--- src/sv/erscu_pkg.sv ---
`default_nettype none

package erscu_pkg;

    localparam int unsigned DATA_W        = 8;
    localparam int unsigned LEN_W         = 32;
    localparam int unsigned ERR_W         = 3;
    localparam int unsigned QUEUE_DEPTH   = 2;
    localparam int unsigned QUEUE_PTR_W   = $clog2(QUEUE_DEPTH);
    localparam int unsigned QUEUE_CNT_W   = $clog2(QUEUE_DEPTH + 1);

    localparam logic [DATA_W-1:0] TYPE_FEED   = 8'd1;
    localparam logic [DATA_W-1:0] TYPE_DIM    = 8'd2;
    localparam logic [DATA_W-1:0] TYPE_SCROLL = 8'd3;
    localparam logic [DATA_W-1:0] TYPE_EMPTY4 = 8'd4;
    localparam logic [DATA_W-1:0] TYPE_EMPTY5 = 8'd5;
    localparam logic [DATA_W-1:0] TYPE_EMPTY6 = 8'd6;

    localparam logic [LEN_W-1:0] DIM_PAYLOAD    = 32'd8;
    localparam logic [LEN_W-1:0] SCROLL_PAYLOAD = 32'd4;

    localparam logic [ERR_W-1:0] ERR_NONE      = 3'd0;
    localparam logic [ERR_W-1:0] ERR_SHORT_HDR = 3'd1;
    localparam logic [ERR_W-1:0] ERR_SHORT_PAY = 3'd2;
    localparam logic [ERR_W-1:0] ERR_BAD_TYPE  = 3'd3;
    localparam logic [ERR_W-1:0] ERR_BAD_LEN   = 3'd4;
    localparam logic [ERR_W-1:0] ERR_ZERO_DIM  = 3'd5;

    typedef struct packed {
        logic [DATA_W-1:0] data_byte;
        logic              byte_present;
        logic              end_of_stream;
        logic              byte_nonzero;
    } item_t;

    function automatic logic [ERR_W-1:0] header_verdict(
        input logic [DATA_W-1:0] rec_type,
        input logic [LEN_W-1:0]  len
    );
        logic [ERR_W-1:0] v;
        case (rec_type)
            TYPE_FEED:   v = ERR_NONE;
            TYPE_DIM:    v = (len == DIM_PAYLOAD) ? ERR_NONE : ERR_BAD_LEN;
            TYPE_SCROLL: v = (len == SCROLL_PAYLOAD) ? ERR_NONE : ERR_BAD_LEN;
            TYPE_EMPTY4,
            TYPE_EMPTY5,
            TYPE_EMPTY6: v = (len == '0) ? ERR_NONE : ERR_BAD_LEN;
            default:     v = ERR_BAD_TYPE;
        endcase
        return v;
    endfunction

endpackage

`default_nettype wire

--- src/sv/erscu_front.sv ---
`default_nettype none

module erscu_front
(
    input  wire logic                              s_axis_tvalid,
    output logic                                   s_axis_tready,
    input  wire logic [erscu_pkg::DATA_W-1:0]      s_axis_tdata,
    input  wire logic                              s_axis_tuser,
    input  wire logic                              s_axis_tlast,
    input  wire logic                              queue_full,
    output logic                                   push,
    output erscu_pkg::item_t                       push_item
);

    // beats carrying neither a byte nor an end are dropped here
    assign s_axis_tready = !queue_full;
    assign push = s_axis_tvalid && !queue_full && (s_axis_tuser || s_axis_tlast);

    always_comb
    begin
        push_item.data_byte     = s_axis_tdata;
        push_item.byte_present  = s_axis_tuser;
        push_item.end_of_stream = s_axis_tlast;
        push_item.byte_nonzero  = (s_axis_tdata != '0);
    end

endmodule

`default_nettype wire

--- src/sv/erscu_queue.sv ---
`default_nettype none

module erscu_queue
(
    input  wire logic              clk,
    input  wire logic              rst_n,
    input  wire logic              push,
    input  wire erscu_pkg::item_t  push_item,
    output logic                   full,
    input  wire logic              pop,
    output logic                   pop_valid,
    output erscu_pkg::item_t       pop_item
);

    erscu_pkg::item_t                       entry_reg [erscu_pkg::QUEUE_DEPTH];
    logic [erscu_pkg::QUEUE_PTR_W-1:0]      wr_ptr_reg;
    logic [erscu_pkg::QUEUE_PTR_W-1:0]      rd_ptr_reg;
    logic [erscu_pkg::QUEUE_CNT_W-1:0]      count_reg;
    logic [erscu_pkg::QUEUE_PTR_W-1:0]      wr_ptr_next;
    logic [erscu_pkg::QUEUE_PTR_W-1:0]      rd_ptr_next;
    logic [erscu_pkg::QUEUE_CNT_W-1:0]      count_next;
    logic                                   do_pop;

    localparam logic [erscu_pkg::QUEUE_CNT_W-1:0] DEPTH_CNT =
        erscu_pkg::QUEUE_CNT_W'(erscu_pkg::QUEUE_DEPTH);
    localparam logic [erscu_pkg::QUEUE_PTR_W-1:0] LAST_PTR =
        erscu_pkg::QUEUE_PTR_W'(erscu_pkg::QUEUE_DEPTH - 1);

    assign full      = (count_reg == DEPTH_CNT);
    assign pop_valid = (count_reg != '0);
    assign pop_item  = entry_reg[rd_ptr_reg];
    assign do_pop    = pop && pop_valid;

    always_comb
    begin
        wr_ptr_next = wr_ptr_reg;
        rd_ptr_next = rd_ptr_reg;
        count_next  = count_reg;
        if (push)
        begin
            wr_ptr_next = (wr_ptr_reg == LAST_PTR) ? '0 : wr_ptr_reg + 1'b1;
        end
        if (do_pop)
        begin
            rd_ptr_next = (rd_ptr_reg == LAST_PTR) ? '0 : rd_ptr_reg + 1'b1;
        end
        if (push && !do_pop)
        begin
            count_next = count_reg + 1'b1;
        end
        else if (!push && do_pop)
        begin
            count_next = count_reg - 1'b1;
        end
    end

    always_ff @(posedge clk or negedge rst_n)
    begin
        if (!rst_n)
        begin
            wr_ptr_reg <= '0;
            rd_ptr_reg <= '0;
            count_reg  <= '0;
        end
        else
        begin
            wr_ptr_reg <= wr_ptr_next;
            rd_ptr_reg <= rd_ptr_next;
            count_reg  <= count_next;
        end
    end

    always_ff @(posedge clk)
    begin
        if (push)
        begin
            entry_reg[wr_ptr_reg] <= push_item;
        end
    end

endmodule

`default_nettype wire

--- src/sv/erscu_core.sv ---
`default_nettype none

module erscu_core
(
    input  wire logic              clk,
    input  wire logic              rst_n,
    input  wire logic              item_valid,
    input  wire erscu_pkg::item_t  item,
    output logic                   item_take,
    output logic                   m_axis_tvalid,
    input  wire logic              m_axis_tready,
    output logic [7:0]             m_axis_tdata  // [0] stream_valid, [3:1] error_kind
);

    typedef enum logic [1:0]
    {
        PH_TYPE,
        PH_LEN,
        PH_PAYLOAD,
        PH_DEAD
    } phase_t;

    phase_t                              phase_reg, phase_next;
    logic [1:0]                          len_cnt_reg, len_cnt_next;
    logic [erscu_pkg::DATA_W-1:0]        record_type_reg, record_type_next;
    logic [erscu_pkg::LEN_W-1:0]         length_accum_reg, length_accum_next;
    logic [erscu_pkg::LEN_W-1:0]         payload_left_reg, payload_left_next;
    logic [2:0]                          payload_index_reg, payload_index_next;
    logic                                word_nonzero_reg, word_nonzero_next;
    logic [erscu_pkg::ERR_W-1:0]         error_code_reg, error_code_next;
    logic                                m_tvalid_reg, m_tvalid_next;
    logic [7:0]                          m_tdata_reg, m_tdata_next;

    logic [erscu_pkg::LEN_W-1:0]         len_full;
    logic                                dim_record;
    logic                                fin_req;
    logic [erscu_pkg::ERR_W-1:0]         fin_hdr;
    logic [erscu_pkg::ERR_W-1:0]         fin_err;
    logic [erscu_pkg::ERR_W-1:0]         fin_v;
    logic [erscu_pkg::ERR_W-1:0]         err_tmp;
    logic                                wnz_tmp;
    logic [erscu_pkg::ERR_W-1:0]         kind;

    // an end beat needs the output slot, other beats never stall
    assign item_take = item_valid
        && (!item.end_of_stream || !m_tvalid_reg || m_axis_tready);

    assign m_axis_tvalid = m_tvalid_reg;
    assign m_axis_tdata  = m_tdata_reg;

    // length arrives little-endian, shifted in from the top
    assign len_full   = {item.data_byte, length_accum_reg[erscu_pkg::LEN_W-1:8]};
    assign dim_record = (record_type_reg == erscu_pkg::TYPE_DIM)
        && (length_accum_reg == erscu_pkg::DIM_PAYLOAD);

    always_comb
    begin
        phase_next         = phase_reg;
        len_cnt_next       = len_cnt_reg;
        record_type_next   = record_type_reg;
        length_accum_next  = length_accum_reg;
        payload_left_next  = payload_left_reg;
        payload_index_next = payload_index_reg;
        word_nonzero_next  = word_nonzero_reg;
        error_code_next    = error_code_reg;
        m_tvalid_next      = m_tvalid_reg && !m_axis_tready;
        m_tdata_next       = m_tdata_reg;
        fin_req            = 1'b0;
        fin_hdr            = erscu_pkg::ERR_NONE;
        fin_err            = error_code_reg;
        fin_v              = erscu_pkg::ERR_NONE;
        err_tmp            = error_code_reg;
        wnz_tmp            = word_nonzero_reg;
        kind               = erscu_pkg::ERR_NONE;

        if (item_take && item.byte_present)
        begin
            case (phase_reg)
                PH_TYPE:
                begin
                    record_type_next  = item.data_byte;
                    length_accum_next = '0;
                    len_cnt_next      = '0;
                    phase_next        = PH_LEN;
                end
                PH_LEN:
                begin
                    length_accum_next = len_full;
                    if (len_cnt_reg != 2'd3)
                    begin
                        len_cnt_next = len_cnt_reg + 1'b1;
                    end
                    else
                    begin
                        payload_left_next  = len_full;
                        payload_index_next = '0;
                        word_nonzero_next  = 1'b0;
                        if (len_full == '0)
                        begin
                            fin_req = 1'b1;
                            fin_hdr = erscu_pkg::header_verdict(record_type_reg, len_full);
                            fin_err = error_code_reg;
                        end
                        else
                        begin
                            phase_next = PH_PAYLOAD;
                        end
                    end
                end
                PH_PAYLOAD:
                begin
                    if (dim_record)
                    begin
                        wnz_tmp = word_nonzero_reg || item.byte_nonzero;
                        if (payload_index_reg[1:0] == 2'd3)
                        begin
                            if (!wnz_tmp)
                            begin
                                err_tmp = erscu_pkg::ERR_ZERO_DIM;
                            end
                            word_nonzero_next = 1'b0;
                        end
                        else
                        begin
                            word_nonzero_next = wnz_tmp;
                        end
                        payload_index_next = payload_index_reg + 1'b1;
                    end
                    error_code_next   = err_tmp;
                    payload_left_next = payload_left_reg - 1'b1;
                    if (payload_left_reg == {{(erscu_pkg::LEN_W-1){1'b0}}, 1'b1})
                    begin
                        fin_req = 1'b1;
                        fin_hdr = erscu_pkg::header_verdict(record_type_reg,
                                                            length_accum_reg);
                        fin_err = err_tmp;
                    end
                end
                default:
                begin
                end
            endcase
        end

        if (fin_req)
        begin
            fin_v = (fin_hdr == erscu_pkg::ERR_NONE) ? fin_err : fin_hdr;
            if (fin_v != erscu_pkg::ERR_NONE)
            begin
                error_code_next = fin_v;
                phase_next      = PH_DEAD;
            end
            else
            begin
                phase_next = PH_TYPE;
            end
        end

        if (item_take && item.end_of_stream)
        begin
            case (phase_next)
                PH_DEAD:    kind = error_code_next;
                PH_TYPE:    kind = erscu_pkg::ERR_NONE;
                PH_PAYLOAD: kind = erscu_pkg::ERR_SHORT_PAY;
                default:    kind = erscu_pkg::ERR_SHORT_HDR;
            endcase
            m_tvalid_next      = 1'b1;
            m_tdata_next       = {4'b0000, kind, kind == erscu_pkg::ERR_NONE};
            phase_next         = PH_TYPE;
            len_cnt_next       = '0;
            record_type_next   = '0;
            length_accum_next  = '0;
            payload_left_next  = '0;
            payload_index_next = '0;
            word_nonzero_next  = 1'b0;
            error_code_next    = erscu_pkg::ERR_NONE;
        end
    end

    always_ff @(posedge clk or negedge rst_n)
    begin
        if (!rst_n)
        begin
            phase_reg         <= PH_TYPE;
            len_cnt_reg       <= '0;
            record_type_reg   <= '0;
            length_accum_reg  <= '0;
            payload_left_reg  <= '0;
            payload_index_reg <= '0;
            word_nonzero_reg  <= 1'b0;
            error_code_reg    <= erscu_pkg::ERR_NONE;
            m_tvalid_reg      <= 1'b0;
            m_tdata_reg       <= '0;
        end
        else
        begin
            phase_reg         <= phase_next;
            len_cnt_reg       <= len_cnt_next;
            record_type_reg   <= record_type_next;
            length_accum_reg  <= length_accum_next;
            payload_left_reg  <= payload_left_next;
            payload_index_reg <= payload_index_next;
            word_nonzero_reg  <= word_nonzero_next;
            error_code_reg    <= error_code_next;
            m_tvalid_reg      <= m_tvalid_next;
            m_tdata_reg       <= m_tdata_next;
        end
    end

endmodule

`default_nettype wire

--- src/sv/event_record_stream_checker_unit.sv ---
// Checks a byte stream of type-length-value event records (type byte, 4-byte
// little-endian length, payload) and gives one verdict beat per stream, on the
// input beat with tlast set: tdata[0] is 1 for a well formed stream and
// tdata[3:1] the error kind (0 none, 1 short header, 2 short payload, 3 bad
// type, 4 bad length, 5 zero dimension). tuser marks a beat that carries a
// byte; a beat with tlast and no byte just ends the stream. The block takes one
// beat per clock: a two-entry queue feeds a checker that updates its counters
// on each byte, so the only stall is a verdict waiting on an output register
// that is still full. An end beat passes the queue, then that output register.
`default_nettype none

module event_record_stream_checker_unit
(
    input  wire logic        clk,
    input  wire logic        rst_n,
    input  wire logic        s_axis_tvalid,
    output logic             s_axis_tready,
    input  wire logic [7:0]  s_axis_tdata,   // [7:0] data_byte
    input  wire logic [0:0]  s_axis_tuser,   // [0] byte_present
    input  wire logic        s_axis_tlast,   // end_of_stream
    output logic             m_axis_tvalid,
    input  wire logic        m_axis_tready,
    output logic [7:0]       m_axis_tdata    // [0] stream_valid, [3:1] error_kind
);

    logic              queue_full;
    logic              push;
    erscu_pkg::item_t  push_item;
    logic              pop_valid;
    erscu_pkg::item_t  pop_item;
    logic              item_take;

    erscu_front u_front
    (
        .s_axis_tvalid (s_axis_tvalid),
        .s_axis_tready (s_axis_tready),
        .s_axis_tdata  (s_axis_tdata),
        .s_axis_tuser  (s_axis_tuser[0]),
        .s_axis_tlast  (s_axis_tlast),
        .queue_full    (queue_full),
        .push          (push),
        .push_item     (push_item)
    );

    erscu_queue u_queue
    (
        .clk       (clk),
        .rst_n     (rst_n),
        .push      (push),
        .push_item (push_item),
        .full      (queue_full),
        .pop       (item_take),
        .pop_valid (pop_valid),
        .pop_item  (pop_item)
    );

    erscu_core u_core
    (
        .clk           (clk),
        .rst_n         (rst_n),
        .item_valid    (pop_valid),
        .item          (pop_item),
        .item_take     (item_take),
        .m_axis_tvalid (m_axis_tvalid),
        .m_axis_tready (m_axis_tready),
        .m_axis_tdata  (m_axis_tdata)
    );

endmodule

`default_nettype wire

--- config.mk ---
export PLATFORM = sky130hd
export DESIGN_NAME = event_record_stream_checker_unit
export DESIGN_NICKNAME = d
export VERILOG_FILES = /design/src/sv/erscu_pkg.sv /design/src/sv/erscu_front.sv /design/src/sv/erscu_queue.sv /design/src/sv/erscu_core.sv /design/src/sv/event_record_stream_checker_unit.sv
export SDC_FILE = /design/constraint.sdc
export NUM_CORES = 1
export LEC_CHECK = 0
export BUFFER_PORTS_ARGS = -buffer_cell sky130_fd_sc_hd__buf_2
export CAP_MARGIN = 20
export CORE_MARGIN = 2
export CORE_UTILIZATION = 35
export DETAILED_ROUTE_END_ITERATION = 12
export PLACE_DENSITY = 0.62
export SLEW_MARGIN = 20
export SYNTH_ARGS = -nofsm -noshare
export SYNTH_HDL_FRONTEND = slang
export SYNTH_SLANG_ARGS = --single-unit
--- constraint.sdc ---
create_clock -name clk -period 3.6 [get_ports clk]
set_input_delay 0.72 -clock clk [delete_from_list [all_inputs] [get_ports clk]]
set_output_delay 0.72 -clock clk [all_outputs]
set_load 0.005 [all_outputs]
After elaboration in Yosys (flattened, before gate mapping) --
Memory sizes are Yosys's and may differ from the RTL's. Cells that the tools add are included.
Word-level totals: bits in writable memories 22, memories kept 1, register bits after elaboration 92, logic and storage cells 153, output and inout port bits 10
Memory list:
- u_queue.entry_reg | depth 2, bits a word 11, read ports 1, clocked after Yosys merged registers in 0, write ports 1, RTL line erscu_queue.sv:15 | erscu_pkg::item_t entry_reg [erscu_pkg::QUEUE_DEPTH];
Operators by class: reduce and logical (&&, ||, !) cells 41, eq/ne operators 21, multiplexer cells 70, add/sub/neg operators 7
Operators by type and width (count):
- $mux W32 | 5
- $pmux W32 S2 | 2
- $mux W3 | 26
- $eq A32 B3 Y1 const B | 2
- $eq A32 B4 Y1 const B | 2
- $logic_not A32 Y1 | 2
- $eq A32 B1 Y1 const B | 1
- $sub A32 B1 Y32 const B | 1
- $eq A8 B3 Y1 const B | 3
- $mux W8 | 3
- $mux W2 | 11
- $pmux W3 S3 | 2
- $eq A8 B2 Y1 const B | 2
- $mux W1 | 14
- $pmux W3 S2 | 2
- $pmux W3 S4 | 1
- $eq A2 B2 Y1 const B | 5
- $logic_and A1 B1 Y1 | 10
- $reduce_bool A3 Y1 | 3
- $eq A8 B1 Y1 const B | 1
- $pmux W2 S2 | 2
- $reduce_bool A2 Y1 | 4
- $reduce_bool A8 Y1 | 1
- $logic_not A1 Y1 | 6
- other kinds (17) | 28

Depth between registers and ports, before layout --
Gate-level depths: netlist of the first run. An unclocked memory read counts as a cell.
word-level depth 17, mapped depth 11

By module --
Synthesis of the first run repeated with hierarchy kept, for this count alone.
Unflattened totals: cells, all modules 569, area total of the unflattened synthesis 5843.1 µm²
Modules (own cells, without submodules):
- erscu_core | cells each 504, area an instance 4740.8 µm², instances 1, seq. area each 2177.1 µm²
- erscu_queue | cells each 50, area an instance 997.2 µm², instances 1, seq. area each 760.7 µm²
- erscu_front | cells each 15, area an instance 105.1 µm², instances 1, seq. area each 0.0 µm²

Worst setup path after synthesis of the first run --
No wires, ideal clock.
path kind register -> register, from register u_core.payload_left_reg[6] (netlist bit), to register u_core.payload_left_reg[30] (netlist bit), arrival 2.819 ns, path slack 0.650 ns, clock period less this slack 2.950 ns, data required time 3.468 ns, cell stages (with the launch flop) 10, cell sequence dfrtp_1 -> buf_6 -> or4_4 -> or4b_4 -> or4_4 -> nor4_4 -> nand2_1 -> mux2_4 -> a221oi_2 -> nor2_1
On the way: word-level cells in the longest chain between the ends 4
RTL lines:
- start: declaration | RTL line erscu_core.sv:27 | logic [erscu_pkg::LEN_W-1:0] payload_left_reg, payload_left_next;
- start signal: assignment | RTL line erscu_core.sv:201 | payload_left_reg <= payload_left_next;
- $sub A32 B1 Y32 | RTL line erscu_core.sv:130 | payload_left_next = payload_left_reg - 1'b1;
- $pmux W32 S2 | RTL line erscu_core.sv:78 | case (phase_reg)
- $mux W32 | RTL line erscu_core.sv:76 | if (item_take && item.byte_present)
- $mux W32 | RTL line erscu_core.sv:159 | if (item_take && item.end_of_stream)
Every way passes these cells. The select of a mux whose other input is x is not followed. A chain may end at the register's enable or synchronous reset.

Worst setup path in the final report of the first run --
from register u_core.length_accum_reg[17] (netlist bit), to register u_core.m_tdata_reg[2], in the netlist u_core.m_axis_tdata[2]
On the way: word-level cells in the longest chain between the ends 15
RTL lines:
- start: declaration | RTL line erscu_core.sv:26 | logic [erscu_pkg::LEN_W-1:0] length_accum_reg, length_accum_next;
- start signal: assignment | RTL line erscu_core.sv:200 | length_accum_reg <= length_accum_next;
- $eq A32 B3 Y1 / $eq A32 B4 Y1 (equally long branches) | RTL line erscu_pkg.sv:44, erscu_pkg.sv:43
- $mux W3 (on tied branches) | RTL line erscu_pkg.sv:44, erscu_pkg.sv:43
- $pmux W3 S3 | RTL line erscu_pkg.sv:41 | case (rec_type)
- $mux W3 | RTL line erscu_core.sv:98 | if (len_full == '0)
- $mux W3 | RTL line erscu_core.sv:89 | if (len_cnt_reg != 2'd3)
- $pmux W3 S2 | RTL line erscu_core.sv:78
- $mux W3 | RTL line erscu_core.sv:76
- $logic_not A3 Y1 | RTL line erscu_core.sv:147 | fin_v = (fin_hdr == erscu_pkg::ERR_NONE) ? fin_err : fin_hdr;
- $mux W3 | RTL line erscu_core.sv:147
- $reduce_bool A3 Y1 | RTL line erscu_core.sv:148 | if (fin_v != erscu_pkg::ERR_NONE)
- $mux W2 | RTL line erscu_core.sv:148
- $mux W2 | RTL line erscu_core.sv:145 | if (fin_req)
- $eq A2 B2 Y1 / $logic_not A2 Y1 (equally long branches) | RTL line erscu_core.sv:161 | case (phase_next)
- $pmux W3 S3 * | RTL line erscu_core.sv:161
- $mux W3 * | RTL line erscu_core.sv:159
- end signal: assignment | RTL line erscu_core.sv:206 | m_tdata_reg <= m_tdata_next;
- end: declaration | RTL line erscu_core.sv:32 | logic [7:0] m_tdata_reg, m_tdata_next;
Mark *: on every way between the ends. The rest lies on a longest branch, timed or not. The select of a mux whose other input is x is not followed.

==> results_dict.tcl, run 1 <==
set metrics [dict create \
    status "finished clean" \
    syn_area_mm2 0.006028 \
    cp_cell_sequence "nor4_1, nand4_1, or4_1, o41ai_1, and4bb_1, or2_1, a211oi_1, a21o_1" \
    die_h_um 135.2 \
    grt.overflow.total 0 \
    hpwl_um 11030 \
    route.detailed.drc 0 \
    tightest_slew_ns 0.9135 \
    clkTransAtPathRegs_ns 0.06 \
    postRouteAntennaNets 0 \
    min_period_ns 3.310 \
    fin_setup_tns_ns 0 \
    ys_warn_count 0 \
    fin_nets 663 \
    power_switching_mw 2.296 \
    cts_setup_buffers 0 \
    cp_slowest_cell "or4_1" \
    synth_top_area_share_pct 37.78 \
    avgViaCountPerCell 5.880 \
    io_pins 24 \
    cts_tree "done" \
    hold_path_class "in2async" \
    clock_path_buffers 2 \
    htreeDepth 4 \
    design.core.area_mm2 0.01670 \
    cts_buffers 17 \
    power.density_mw_per_mm2 835.6 \
    combPwrFrac_pct 37.9 \
    yosysUniqueCellTypes 67 \
    initial_core_util_pct 36.10 \
    grt_pass1_vias 4988 \
    total_power_mw 5.837 \
    drv_cap 0 \
    required_ns 3.96 \
    cpPeakStageDelay_ns 0.72 \
    drive_gt1_share_pct 13.50 \
    die_w_um 135.2 \
    std_cell_rows 47 \
    path_class "reg2reg" \
    start_kind "flip-flop" \
    synth-seq-cells 113 \
    skew_ns 0.01547 \
    clkPwrFrac_pct 30.2 \
    slew_viol_final 0 \
    port_buffers 19 \
    p_int_mw 3.542 \
    cp-end-kind "flip-flop" \
    synth_edf_count 22 \
    slew_headroom_pct 38.97 \
    diodes 0 \
    critPathArrivalTime_ns 3.67 \
    synth_area_per_cell_um2 9.661 \
    leakagePower_nw 2.887 \
    rsz0062_at_grt "no" \
    drt-initial-drc-count 481 \
    clockRootBuffer "clkbuf_16" \
    max-vdd-ir-drop_mv 0.4843 \
    clkSinkCount 113 \
    final_common_cell "dfrtp_1" \
    layout_common_cells "dfrtp_1, nor2_1, nand2_1" \
    grt_pass1_wl_um 26350 \
    p_seq_share_pct 31.9 \
    ys_top_cells_by_area "dfrtp_1, edfxtp_1, nor2_1" \
    synth_ff_type "dfrtp_1" \
    vias 5127 \
    antenna_found_initial 0 \
    fill_cells 1642 \
    max_freq_mhz 302.1 \
    routedWlPerCell_um 18.43 \
    routed_wl_um 16070 \
    gp_congestion 0.9056 \
    grt_max_degree 56 \
    synthArstFlopShare_pct 80.53 \
    die_area_mm2 0.01829 \
    yosysSeqAreaShare_pct 48.73 \
    hold_viol 0 \
    ctsResizeCount 0 \
    period_share_pct 91.93 \
    ctsHoldBuffers 0 \
    fin_cells 872 \
    yosysTopAreaCell "dfrtp_1" \
    syn_inst 624 \
    clock_latency_ns 0.42 \
    grt_util_all_layers_pct 18.64 \
    p_sw_share_pct 39.33 \
    syn_to_final_growth_pct 15.88 \
    critPathMaxFanout 5 \
    place_inst 842 \
    setup_viol 0 \
    drt_first_pass_iters 6 \
]
-- worst paths after layout --
| path | from | end | slack [ns] | cells after the start |
|---|---|---|---|---|
| setup / recovery | u_core.length_accum_reg[17] | u_core.m_axis_tdata[2] | 0.29 | 8 |
| hold / removal | rst_n | u_core.payload_left_reg[11] | 0.35 | 1 |
| setup reg to reg | u_core.length_accum_reg[17] | u_core.m_axis_tdata[2] | 0.29 | 8 |
| hold reg to reg | u_core.m_axis_tdata[2] | u_core.m_axis_tdata[2] | 0.49 | 1 |
| max in group asynchronous | rst_n | u_core.m_axis_tdata[3] | 2.49 | 2 |
| min in group clk | u_core.m_axis_tdata[2] | u_core.m_axis_tdata[2] | 0.49 | 1 |
-- synth_stat cells, types with 12 or more instances --
master    count
dfrtp_1      91
nor2_1       61
nand2_1      49
o21ai_0      45
a21oi_1      38
clkbuf_1     31
a22o_1       24
edfxtp_1     22
nor3_1       21
nor4_1       21
a211oi_1     17
nand3_1      17
a22oi_1      12
mux2i_1      12
-- worst max-delay path, delay by kind of cell, from the launching register on --
kind            cells  cell delay, ns
flops               1            0.41
simple gates        5            2.03
compound gates      3            0.82
-- through the flow --
stage | instance area (um2) | hold slack (ns) | worst slack (ns) | utilization [%]
5_1_grt | 6985 | 0.4081 | 0.05051 | 41.83
4_1_cts | 6985 | 0.3646 | 0.3434 | 41.83
3_3_place_gp | 6374 | 0.4544 | 0.3567 | 38.16
6_report | 6985 | 0.3478 | 0.2904 | 41.83
3_5_place_dp | 6374 | 0.4693 | 0.3604 | 38.16
2_1_floorplan | 6040 | 0.4244 | 0.6496 | -
-- power groups by stage --
stage          clock network (mW)  logic [mW]  registers (mW)
6_report                     1.76        2.21            1.86
5_1_grt                      1.85        2.47            1.90
4_1_cts                      1.79        2.20            1.85
3_5_place_dp                    0        2.19            1.87
3_3_place_gp                    0        2.15            1.86
2_1_floorplan                   0        1.60            1.78
-- cell families (layout without fill, tap and decap cells) --
family / count (synthesis) / after routing / synth area share, %
DFF: 113 / 113 / 48.73
other: 1 / 4 / 0.06221
and+or+nand+nor: 246 / 246 / 21.81
xor gates and xnor gates: 5 / 5 / 0.7266
buffers and inverters: 50 / 75 / 3.507
AOI/OAI and AO/OA: 186 / 186 / 20.88
adders and majority gates: 8 / 8 / 1.661
muxes: 15 / 15 / 2.615
-- metal layers --
metal	wire length, um	track usage [%]	up-vias	part of all wire (%)
li1	-	-	2398	-
met1	7343	25.10	2537	46
met2	7666	29.41	159	48
met3	706	3.816	33	4.4
met4	353	7.755	0	2.2
met5	0	0	-	0
-- cell type report --
type	count	area [um2]	share of cell area (%)
Tap cell	220	275.3	3.941
Clock buffer	24	481.7	6.896
Multi-Input combinational cell	464	2902	41.54
Sequential cell	113	2938	42.06
Timing Repair Buffer	36	225.2	3.224
Clock inverter	6	130.1	1.863
Inverter	9	33.78	0.4836
Note: power is estimated with default switching activity, not from simulation.
==> run 2: changes to the inputs <==
--- a/config.mk
+++ b/config.mk
@@ -5,6 +5,7 @@
 export SDC_FILE = /design/constraint.sdc
 export NUM_CORES = 1
 export LEC_CHECK = 0
+export ABC_AREA = 1
 export BUFFER_PORTS_ARGS = -buffer_cell sky130_fd_sc_hd__buf_2
 export CAP_MARGIN = 20
 export CORE_MARGIN = 2
==> run 2 against run 1 <==
Against the previous run:
- via count rose by 2.7%
- sequential power is 4% lower
- synthesized area rose by 1.8%
- hold slack got worse by 0.20 ns
- maximum frequency increased by 12%
- core utilization is 0.74 points lower
- worst setup slack gained 0.35 ns
- clock power barely moved
- largest cell class unchanged
==> results_dict.tcl, run 2 <==
set metrics [dict create \
    drv_cap 0 \
    pre_cts_slack_ns 0.5759 \
    cp-end-kind "flip-flop" \
    critPathArrivalTime_ns 3.29 \
    final_common_cell "nand2_1" \
    clockRootBuffer "clkbuf_16" \
    cp_slowest_cell "nor2_1" \
    io_pins 24 \
    dpl_cell_area_mm2 0.006467 \
    ctsResizeCount 0 \
    synth_common_cells "nand2_1, inv_1, dfrtp_1" \
    routed_wl_um 14990 \
    max-vdd-ir-drop_mv 0.3951 \
    fin_setup_tns_ns 0 \
    r2r_setup_slack_ns 0.64 \
    ys_warn_count 0 \
    power.density_mw_per_mm2 854.1 \
    grt_util_all_layers_pct 17.40 \
    htreeDepth 4 \
    start_kind "flip-flop" \
    cts_buffers 17 \
    synth_xor_area_share_pct 1.998 \
    hold_path_class "in2async" \
    fill_cells 1753 \
    yosysSeqAreaShare_pct 47.87 \
    diodes 0 \
    period_share_pct 82.10 \
    p_sw_share_pct 42.96 \
    worstRegToRegCells 12 \
    crit_top_cell "nand2_1" \
    leakagePower_nw 3.419 \
    synth_area_per_cell_um2 7.878 \
    layout_common_cells "nand2_1, inv_1, dfrtp_1" \
    die_area_mm2 0.01861 \
    layout_setup_ws_ns 0.6444 \
    cp_cell_sequence "inv_2, nand2_1, nand2_1, nand2_1, nand3_1, inv_2, nand2_1, a21oi_1, nor2_1, inv_1, buf_4, o21ai_0" \
    hpwl_um 10680 \
    avgViaCountPerCell 5.063 \
    r2r_start "u_queue.rd_ptr_reg" \
    syn_to_final_growth_pct 15.39 \
    drt_first_pass_iters 5 \
    fin_area_mm2 0.007082 \
    ys_top_cells_by_area "dfrtp_1, edfxtp_1, nand2_1" \
    synthArstFlopShare_pct 80.53 \
    slew_headroom_pct 32.54 \
    min_period_ns 2.956 \
    route.detailed.drc 0 \
    grt_pass1_vias 4890 \
    fin_nets 824 \
    cpPeakStageDelay_ns 0.78 \
    drt-initial-drc-count 441 \
    synth_ff_type "dfrtp_1" \
    syn_inst 779 \
    design.core.area_mm2 0.01724 \
    yosysUniqueCellTypes 40 \
    synth_top_area_share_pct 37.10 \
    worst-path-buf-inv 4 \
    gp_congestion 0.8667 \
    port_buffers 19 \
    synth_top_family_by_area "simple AND/OR/NAND/NOR gates" \
    clkTransAtPathRegs_ns 0.06 \
    hold_ws_ns 0.1504 \
    clkPwrFrac_pct 28.6 \
    rr_endpoint "u_core.payload_left_reg[10]" \
    path_class "reg2reg" \
    die_w_um 136.4 \
    max_freq_mhz 338.3 \
    power_switching_mw 2.599 \
    p_int_mw 3.450 \
    vias 5266 \
    yosys.area_share.adder_pct 1.631 \
    grt_pass1_wl_um 25100 \
    crit_family "simple AND/OR/NAND/NOR gates" \
    synth-seq-cells 113 \
    cts_tree "done" \
    skew_ns 0.006872 \
    critPathMaxFanout 21 \
    syn_area_mm2 0.006137 \
    required_ns 3.94 \
    drive_gt1_share_pct 10.43 \
    clock_path_buffers 2 \
    multi_input_area_mm2 0.002658 \
    synth_compound_area_share_pct 14.72 \
    std_cell_rows 48 \
    clock_latency_ns 0.42 \
    rsz0062_at_grt "no" \
    seq_area_mm2 0.002938 \
    status "finished clean" \
    grt.overflow.total 0 \
    synth.mux.area_fraction_pct 0 \
    p_seq_share_pct 29.5 \
    synth_most_common_cell "nand2_1" \
    hold_viol 0 \
    slew_viol_final 0 \
    ctsHoldBuffers 0 \
    die_h_um 136.4 \
    cts_setup_buffers 0 \
    initial_core_util_pct 35.61 \
    routedWlPerCell_um 14.41 \
    yosys.area_share.simple_pct 24.71 \
    yosysTopAreaCell "dfrtp_1" \
    postRouteAntennaNets 0 \
    grt_max_degree 79 \
    antenna_found_initial 0 \
    clkSinkCount 113 \
    synth_edf_count 22 \
    setup_viol 0 \
    tightest_slew_ns 1.008 \
    combPwrFrac_pct 41.9 \
]
-- run 2: stage by stage --
step | utilization [%] | cells | power (mW)
3_5_place_dp | 37.52 | 1008 | 4.297
5_1_grt | 41.09 | 1040 | 6.494
3_3_place_gp | 37.52 | 1008 | 4.267
2_1_floorplan | - | 782 | 3.665
4_1_cts | 41.09 | 1040 | 6.056
6_report | 41.09 | 1040 | 6.049
-- run 2: how the worst max path moves through the flow --
stage,start,end,depth (start not counted)
after floorplan,u_core.phase_reg[0],u_core.m_axis_tdata[0],22
after global placement,m_axis_tready,u_core.payload_left_reg[5],11
after detailed placement,m_axis_tready,u_core.payload_left_reg[26],11
after CTS,u_queue.rd_ptr_reg,u_core.payload_left_reg[26],12
after global routing,u_queue.rd_ptr_reg,u_core.payload_left_reg[12],12
final,u_queue.rd_ptr_reg,u_core.payload_left_reg[10],12
-- run 2: routing by layer --
metal / share of wire (%) / wire length, um / GRT usage [%] / up-vias
met5: 0 / 0 / 0 / -
met4: 1.2 / 185 / 6.076 / 0
met3: 4.1 / 609 / 3.132 / 15
met2: 47 / 7115 / 27.44 / 117
met1: 47 / 7080 / 24.04 / 2501
li1: - / - / - / 2633
-- run 2: area by class of cell --
| class | instances | area share, % |
|---|---|---|
| Clock buffer | 17 | 6.007 |
| Sequential cell | 113 | 41.48 |
| Timing Repair Buffer | 25 | 2.191 |
| Inverter | 116 | 6.148 |
| Clock inverter | 15 | 2.668 |
| Multi-Input combinational cell | 529 | 37.53 |
| Tap cell | 225 | 3.975 |
-- run 2: kinds of logic after synthesis --
| logic type | Yosys count |
|---|---|
| adders and majority gates | 8 |
| buffers and inverters | 140 |
| other | 1 |
| xor gates and xnor gates | 14 |
| DFF | 113 |
| AOI/OAI and AO/OA | 156 |
| and+or+nand+nor | 347 |
-- run 2: power groups by stage --
| stage | sequential, mW | clock (mW) | combinational (mW) |
|---|---|---|---|
| floorplan | 1.74 | 0 | 1.93 |
| global placement | 1.80 | 0 | 2.47 |
| detailed placement | 1.80 | 0 | 2.50 |
| CTS | 1.78 | 1.76 | 2.52 |
| global route | 1.82 | 1.82 | 2.85 |
| finish | 1.78 | 1.73 | 2.53 |
==> run 3: changes to the inputs <==
--- a/config.mk
+++ b/config.mk
@@ -5,7 +5,7 @@
 export SDC_FILE = /design/constraint.sdc
 export NUM_CORES = 1
 export LEC_CHECK = 0
-export ABC_AREA = 1
+export ABC_AREA = 0
 export BUFFER_PORTS_ARGS = -buffer_cell sky130_fd_sc_hd__buf_2
 export CAP_MARGIN = 20
 export CORE_MARGIN = 2
==> constraint.sdc (replaced) <==
create_clock -name clk -period 2.8 [get_ports clk]
set_input_delay 0.56 -clock clk [delete_from_list [all_inputs] [get_ports clk]]
set_output_delay 0.56 -clock clk [all_outputs]
set_load 0.005 [all_outputs]
==> run 3 against run 2 <==
Against the previous run:
- the flow now finishes with violations (setup timing)
- via count rose by 5.0%
- global-route usage up 2.4 points
- first-iteration DRC count increased by 5.2%
- sequential share of layout area down 4.9 points
- routed wire length grew 18%
- non-clock buffer count is 105 higher
- combinational power grew 53%
- critical path type unchanged
- critical endpoint is now u_core.payload_left_reg[30]
==> results_dict.tcl, run 3 (synthesis gave the netlist of run 1 again) <==
set metrics [dict create \
    antenna_found_initial 0 \
    die_w_um 135.2 \
    status "complete, but fails checks" \
    grt_util_all_layers_pct 19.84 \
    clkPwrFrac_pct 25.0 \
    worst-path-buf-inv 0 \
    fin_setup_tns_ns -0.2149 \
    combPwrFrac_pct 47.0 \
    p_int_mw 4.919 \
    violations "setup timing" \
    drv_cap 0 \
    cp_cell_sequence "or4_4, or4b_4, or4_4, nor4_4, nand2_1, mux2_4, a221oi_2, nor2_1" \
    max-vdd-ir-drop_mv 0.5025 \
    layout_common_cells "buf_4, dfrtp_1, nor2_1" \
    gp_congestion 0.8776 \
    cts_tree "done" \
    cts_buffers 17 \
    place_inst 929 \
    p_seq_share_pct 27.9 \
    critPathMaxFanout 2 \
    io_pins 24 \
    worstSetupStartpoint "u_core.payload_left_reg[8]" \
    hpwl_um 12200 \
    die_area_mm2 0.01829 \
    cp-end-kind "flip-flop" \
    required_ns 3.09 \
    min_period_ns 2.958 \
    routedWlPerCell_um 18.21 \
    clkTransAtPathRegs_ns 0.06 \
    r2r_setup_slack_ns -0.16 \
    final_common_cell "buf_4" \
    path_class "reg2reg" \
    design.core.area_mm2 0.01670 \
    drive_gt1_share_pct 31.55 \
    initial_core_util_pct 36.10 \
    rsz0062_at_grt "yes" \
    clockRootBuffer "clkbuf_16" \
    hold_viol 0 \
    grt_pass1_vias 5512 \
    route.detailed.drc 0 \
    clock_latency_ns 0.42 \
    r2r_start "u_core.payload_left_reg[8]" \
    dpl_cell_area_mm2 0.007084 \
    std_cell_rows 47 \
    postRouteAntennaNets 0 \
    cp.depth 8 \
    cp_slowest_cell "or4_4" \
    grt.overflow.total 0 \
    worstRegToRegCells 8 \
    port_buffers 19 \
    drt_first_pass_iters 5 \
    htreeDepth 4 \
    ctsHoldBuffers 0 \
    grt_pass1_wl_um 28220 \
    start_kind "flip-flop" \
    crit_path_end "u_core.payload_left_reg[30]" \
    critPathArrivalTime_ns 3.25 \
    slew_headroom_pct 53.71 \
    crit_family "simple AND/OR/NAND/NOR gates" \
    vias 5530 \
    grt_max_degree 52 \
    p_sw_share_pct 40.26 \
    max_freq_mhz 338.0 \
    avgViaCountPerCell 5.713 \
    period_share_pct 105.7 \
    routed_wl_um 17620 \
    tightest_slew_ns 0.6943 \
    power.density_mw_per_mm2 1025 \
    fin_cells 968 \
    fin_nets 757 \
    skew_ns 0.007907 \
    clock_path_buffers 2 \
    fin_area_mm2 0.008029 \
    die_h_um 135.2 \
    rr_endpoint "u_core.payload_left_reg[30]" \
    cpPeakStageDelay_ns 0.54 \
    leakagePower_nw 3.411 \
    pre_cts_slack_ns -0.1494 \
    hold_path_class "in2async" \
    diodes 0 \
    layout_setup_ws_ns -0.1583 \
    crit_top_cell "or4_4" \
    syn_to_final_growth_pct 33.19 \
    drt-initial-drc-count 464 \
    clkSinkCount 113 \
    power_switching_mw 3.315 \
    slew_viol_final 0 \
    setup_viol 3 \
]
## run 3: cell types whose count changed in the layout (fill, tap and decap cells not counted), moves of 24 or more
cell / change
buf_4: +98
nand3_1: -29
nor2_1: -33
a22o_1: +24
o22ai_1: -33
inv_1: -98
nand2_1: -114
## run 3: layer usage
| layer | GRT usage (%) | share of wire, % | vias up |
|---|---|---|---|
| li1 | - | - | 2587 |
| met2 | 33.45 | 50 | 167 |
| met1 | 25.13 | 43 | 2740 |
| met3 | 4.078 | 4.6 | 36 |
| met5 | 0 | 0 | - |
| met4 | 7.581 | 2.3 | 0 |
## run 3: area by class of cell
cell class | instances | area, um2
Multi-Input combinational cell | 464 | 3243
Timing Repair Buffer | 130 | 978.4
Fill cell | 1558 | 8672
Clock buffer | 18 | 429.2
Clock inverter | 14 | 131.4
Sequential cell | 113 | 2938
Inverter | 9 | 33.78
Tap cell | 220 | 275.3
## run 3: metrics by stage
stage          power (mW)  hold slack [ns]  util [%]
2_1_floorplan       4.377           0.2644         -
3_5_place_dp        5.846           0.4754     42.42
6_report            8.233           0.1932     48.07
3_3_place_gp        5.747           0.4624     42.42
4_1_cts             8.130           0.2115     46.85
5_1_grt             8.710           0.2502     48.07
## run 3: what timing repair did
| action | 4_1_cts | 5_1_grt |
|---|---|---|
| gates cloned | 0 | 0 |
| gates resized for setup | 34 | 39 |
| buffers inserted | 4 | 8 |
| endpoints found under the setup margin | 8 | 21 |
| pin swaps | 12 | 18 |
## run 3: worst min path at each step
stage                                       from                         end  slack (ns)  cells past startpoint
final                                      rst_n  u_core.payload_left_reg[7]        0.19                      1
after global routing                       rst_n  u_core.payload_left_reg[7]        0.25                      1
after CTS                                  rst_n  u_core.payload_left_reg[7]        0.21                      1
after detailed placement  u_core.m_axis_tdata[2]      u_core.m_axis_tdata[2]        0.48                      1
after global placement    u_core.m_axis_tdata[2]      u_core.m_axis_tdata[2]        0.46                      1
after floorplan                            rst_n    u_core.error_code_reg[0]        0.26                      0
## run 3: power groups by stage
stage | sequential [mW] | clock, mW | combinational [mW]
floorplan | 2.29 | 0 | 2.09
global placement | 2.27 | 0 | 3.48
detailed placement | 2.29 | 0 | 3.56
CTS | 2.28 | 2.08 | 3.77
global route | 2.34 | 2.16 | 4.21
finish | 2.30 | 2.06 | 3.87
